## config.mk

```make
export PLATFORM = sky130hd
export DESIGN_NAME = kssc_handle_ring
export DESIGN_NICKNAME = d
export VERILOG_FILES = /design/src/rtl/core/kssc_handle_ring.sv
export SDC_FILE = /design/constraint.sdc
export NUM_CORES = 2
export LEC_CHECK = 0
export BUFFER_PORTS_ARGS = -buffer_cell sky130_fd_sc_hd__buf_2
export CORE_UTILIZATION = 25
export DETAILED_ROUTE_END_ITERATION = 6
export PLACE_DENSITY = 0.48
export SYNTH_ARGS = -nofsm -noshare
export SYNTH_HDL_FRONTEND = slang
export SYNTH_SLANG_ARGS = --single-unit
export TNS_END_PERCENT = 10
```

## constraint.sdc

```tcl
create_clock -name clk -period 2.7 [get_ports clk]
set_clock_uncertainty 0.2 [all_clocks]
set_input_delay 0 -clock clk [delete_from_list [all_inputs] [get_ports clk]]
set_output_delay 0 -clock clk [all_outputs]
set_load 0.01 [all_outputs]
```

## src/rtl/core/kssc_handle_ring.sv

```systemverilog
// Handle ring store: one ring of RING_DEPTH handles per key slot.
// Single write port, single registered read port. Uses no package items.
module kssc_handle_ring #(
  parameter int unsigned KEY_SLOTS   = 16,
  parameter int unsigned RING_DEPTH  = 8,
  parameter int unsigned HANDLE_BITS = 16
) (
  input  logic                                  clk,
  input  logic [$clog2(KEY_SLOTS)-1:0]          slot,
  input  logic [((RING_DEPTH > 1) ? $clog2(RING_DEPTH) : 1)-1:0] pos,
  input  logic                                  we,
  input  logic [HANDLE_BITS-1:0]                wdata,
  output logic [HANDLE_BITS-1:0]                rdata
);
  localparam int unsigned ENTRIES = KEY_SLOTS * RING_DEPTH;
  localparam int unsigned RAW     = $clog2(ENTRIES);

  logic [HANDLE_BITS-1:0] mem [ENTRIES];
  logic [RAW-1:0]         addr;

  // Flatten slot and ring position into one address
  assign addr = RAW'(slot) * RAW'(RING_DEPTH) + RAW'(pos);

  // Read one entry per cycle; write the same entry too when we is set
  always_ff @(posedge clk) begin
    if (we) begin
      mem[addr] <= wdata;
    end
    rdata <= mem[addr];
  end

endmodule

```

==> tab_implementation.tex <==
\begin{tabular}{lr}
\hline
Metric & Value \\
\hline
\multicolumn{2}{l}{\textbf{Final layout}} \\
\quad Final nets & 5605 \\
\quad Growth of design area from synthesis to finish & 28.44\% \\
\quad Share of cells above drive strength 1 & 0.2897 \\
\quad Multi-input gate area in the final layout & between 15000 and 20000 sq um \\
\quad Fillers & 30390 \\
\quad Area taken by flip-flops and latches & 61820 sq um \\
\multicolumn{2}{l}{\textbf{Critical path}} \\
\quad Highest net fanout along the worst path & 2 \\
\quad Worst path most repeated cell & buf\_4 \\
\quad Crit path kind & reg -> reg \\
\quad Worst Path Arrival & 3.71 ns \\
\quad R2r worst-path depth & 9 \\
\quad Slowest CP cell & a222oi\_1 \\
\quad Worst-path cell chain & mux2\_4 > a221o\_1 > a222oi\_1 > buf\_4 > nor2\_4 > a211oi\_2 > buf\_4 > nor3\_4 > or4b\_1 \\
\quad Crit end category & flop \\
\quad Critical path startpoint category & flop \\
\quad Critical path data required time & 3.24 ns \\
\quad Crit path largest cell delay & approximately 0.67 ns \\
\multicolumn{2}{l}{\textbf{GRT}} \\
\quad Pin count of the biggest net entering global routing & 79 \\
\quad Layer with the highest usage after global routing & met2 \\
\quad Vias in the first global route & 50230 \\
\quad Antenna violations before repair & 30 \\
\quad GR Overflow Total & 0 \\
\quad Met1 track utilization from global routing & 0.2616 \\
\quad First-pass GRT wire length & 424.0 mm \\
\quad Met3 usage in global routing & 0.03104 \\
\quad Met2 track demand over resource & 0.3020 \\
\quad Total Routing Usage GR & 0.1912 \\
\multicolumn{2}{l}{\textbf{Synthesis}} \\
\quad Synth area leader & edfxtp\_1 \\
\quad Per-instance average area after synthesis & 17.06 sq um \\
\quad Sequential fraction of the synthesis area & 0.7839 \\
\quad Top cells by count, synth & 2048 x edfxtp\_1, 479 x a221oi\_1, 350 x nor2\_1, 226 x a21oi\_1, 177 x a22oi\_1 \\
\quad Yosys cell types & between 60 and 70 \\
\quad Area share of the largest cell type after synthesis & 0.7798 \\
\quad Most used flip-flop cell after synthesis & edfxtp\_1 \\
\quad Synthesis warning total & 0 \\
\quad Async set or reset register ratio after synthesis & 0 \\
\quad Synth area leaders & edfxtp\_1 78\%, a221oi\_1 5.3\%, mux2\_2 2.1\%, a22oi\_1 1.7\%, nor2\_1 1.7\% \\
\quad Leading cell type by number of instances after synthesis & edfxtp\_1 \\
\quad Mapped Area & approximately 80000 sq um \\
\quad Post-synthesis net count & 4648 \\
\quad Cells after synthesis & between 4000 and 5000 \\
\quad Number of flops mapped to enable cells by yosys & 2048 \\
\quad Flop and latch count out of synthesis & 2064 \\
\multicolumn{2}{l}{\textbf{Timing}} \\
\quad Final setup fails & 3 \\
\quad Worst slew margin relative to its limit & 0.3112 \\
\quad Share of the cycle needed by the critical path after routing & 1.171 \\
\quad Total count of max-transition violations in the final report & 0 \\
\quad Peak clock frequency supported by timing & roughly 0.32 GHz \\
\quad Unrepaired setup endpoints after global routing & yes \\
\quad Worst-margin pin slew & 1.033 ns \\
\quad Time the worst path needs with I/O delays and setup & 3.162 ns \\
\quad Post-Route Setup TNS & -0.5895 ns \\
\quad Worst setup slack after layout & -0.4621 ns \\
\quad Final count of hold timing violations & 0 \\
\multicolumn{2}{l}{\textbf{Die}} \\
\quad Placeable core region & between 300000 and 400000 sq um \\
\quad Height of the die & $\sim$560 um \\
\quad Initial Utilization & 0.2520 \\
\quad Row count & 205 \\
\quad Width of the chip & 563.6 um \\
\quad Floorplan die area & between 300000 and 400000 sq um \\
\quad Boundary Pins & 41 \\
\multicolumn{2}{l}{\textbf{Placed design}} \\
\quad Half-perimeter wire length after detailed placement & 207.6 mm \\
\quad Gpl congestion & 0.9442 \\
\quad Port Buffers & 40 \\
\multicolumn{2}{l}{\textbf{Clock network}} \\
\quad Clock transition at path regs & 0.06 ns \\
\quad Worst-case clock buffer depth & 3 \\
\quad Clock latency of the later-clocked register in the worst-skew pair & $\sim$0.90 ns \\
\quad Total clock sinks & 2064 \\
\quad Post-CTS setup buffer count & 0 \\
\quad Max H-tree Level & 4 \\
\quad Buffer cell driving the clock tree root & clkbuf\_16 \\
\quad CTS tree & yes \\
\quad Number of CTS-inserted buffers & 217 \\
\multicolumn{2}{l}{\textbf{Route}} \\
\quad Number of nets with antenna violations after routing & 0 \\
\quad Count of routing violations after the opening detailed-route iteration & roughly 6800 \\
\quad Detailed-router iteration count before antenna repair & 6 \\
\quad Routed via count divided by cell count & 5.179 \\
\quad Via Count & 51350 \\
\quad Routed Wire Length & 309.5 mm \\
\quad Number of remaining DRC errors & 0 \\
\quad Post-DR wirelength/cell & 31.22 um \\
\multicolumn{2}{l}{\textbf{Power}} \\
\quad Sum of internal, switching and leakage power & 70.07 mW \\
\quad Largest voltage drop on the vdd net & around 540 uV \\
\quad Leakage power total & 32.72 nW \\
\quad Power per cell area & 691.8 nW/um\^{}2 \\
\multicolumn{2}{l}{\textbf{Worst hold path}} \\
\quad Hold crit path type & in -> reg \\
\quad Worst hold path depth & 7 \\
\multicolumn{2}{l}{\textbf{Outcome}} \\
\quad Status & finished with violations \\
\quad Violations in the final reports & negative setup slack \\
\multicolumn{2}{l}{\textbf{Flow run}} \\
\quad Max-cap check violation count & 0 \\
\hline
\end{tabular}
power breakdown:
group,total [mW],switching (mW),internal [mW],leakage (nW)
registers,35.5,0.152,35.4,18.5
clock network,28.9,12.8,16.1,3.32
logic,5.64,3.68,1.96,10.9
worst max-delay path: cells and delay by family (launching register included):
kind            cells  cell delay (ns)
compound gates      3             1.13
simple gates        3             0.59
mux                 1             0.30
flops               1             0.37
buf+inv             2             0.43
final timing paths:
kind | from | endpoint | slack, ns
max | mem[32][9] | rdata[9] | -0.46
max reg2reg | mem[32][9] | rdata[9] | -0.46
min reg2reg | mem[17][4] | rdata[4] | 0.53
min | slot[2] | rdata[8] | 0.007
logic make-up (layout without fill, tap and decap cells):
| logic type | after synthesis | after routing | share of synthesized area |
|---|---|---|---|
| AOI/OAI and AO/OA | 1332 | 1332 | 0.1254 |
| buffers and inverters | 372 | 1510 | 0.02070 |
| DFF | 2064 | 2064 | 0.7839 |
| muxes | 250 | 250 | 0.03762 |
| other | 0 | 14 | 0 |
| and+or+nand+nor | 605 | 605 | 0.03243 |
stage by stage:
step / utilization / hold slack (ns) / setup WS, ns / cells / area [sq um]
after floorplan: - / -0.1011 / -0.2752 / 4623 / 78870
after global placement: 0.2999 / 0.05435 / -0.9827 / 9456 / 93850
after detailed placement: 0.2999 / 0.05316 / -1.010 / 9456 / 93850
after CTS: 0.3233 / 0.004713 / -0.5179 / 9900 / 101200
after global routing: 0.3236 / -0.01404 / -0.5512 / 9908 / 101300
final: 0.3237 / 0.006872 / -0.4621 / 9915 / 101300
layout by cell type (no fill, tap or decap), drive strengths merged, types with 7 or more instances in the layout:
cell type / Yosys / routed
a2111oi: 10 / 10
a211oi: 13 / 13
a21oi: 226 / 226
a221o: 37 / 37
a221oi: 479 / 479
a222oi: 21 / 21
a22o: 7 / 7
a22oi: 177 / 177
a31oi: 9 / 9
buf: 210 / 1060
bufinv: 0 / 13
clkbuf: 156 / 276
clkinv: 2 / 104
dfxtp: 16 / 16
diode: 0 / 14
dlygate4sd3: 0 / 40
edfxtp: 2048 / 2048
inv: 4 / 11
mux2: 148 / 148
mux2i: 80 / 80
mux4: 22 / 22
nand2: 124 / 124
nand2b: 7 / 7
nand3: 16 / 16
nand4: 12 / 12
nor2: 352 / 352
nor2b: 19 / 19
nor3: 36 / 36
nor4: 8 / 8
o211ai: 17 / 17
o21ai: 149 / 149
o221ai: 42 / 42
o22a: 14 / 14
o22ai: 65 / 65
o311ai: 10 / 10
o31ai: 10 / 10
sequential cells by signal (all words and copies together), names as in the netlist:
signal	flops
mem	2048
rdata	16
final cells by class:
| type | count | area share |
|---|---|---|
| Inverter | 6 | 0.0003459 |
| Antenna cell | 14 | 0.0003459 |
| Clock buffer | 275 | 0.05596 |
| Clock inverter | 125 | 0.01101 |
| Multi-Input combinational cell | 2187 | 0.1570 |
| Timing Repair Buffer | 1104 | 0.1139 |
| Tap cell | 4140 | 0.05114 |
| Sequential cell | 2064 | 0.6103 |
timing repair:
item | in CTS | in global routing
resized for setup | 20 | 25
hold buffers | 44 | 1
endpoints found under the setup margin | 9 | 13
hold endpoints to repair | 3390 | 7
pin swaps | 7 | 4
per-layer routing:
metal / share of wire / wire length (um)
met5: 0.00027 / 84
met4: 0.043 / 13250
met3: 0.080 / 24610
met2: 0.46 / 141700
met1: 0.42 / 129900
Note: power is estimated with default switching activity, not from simulation.
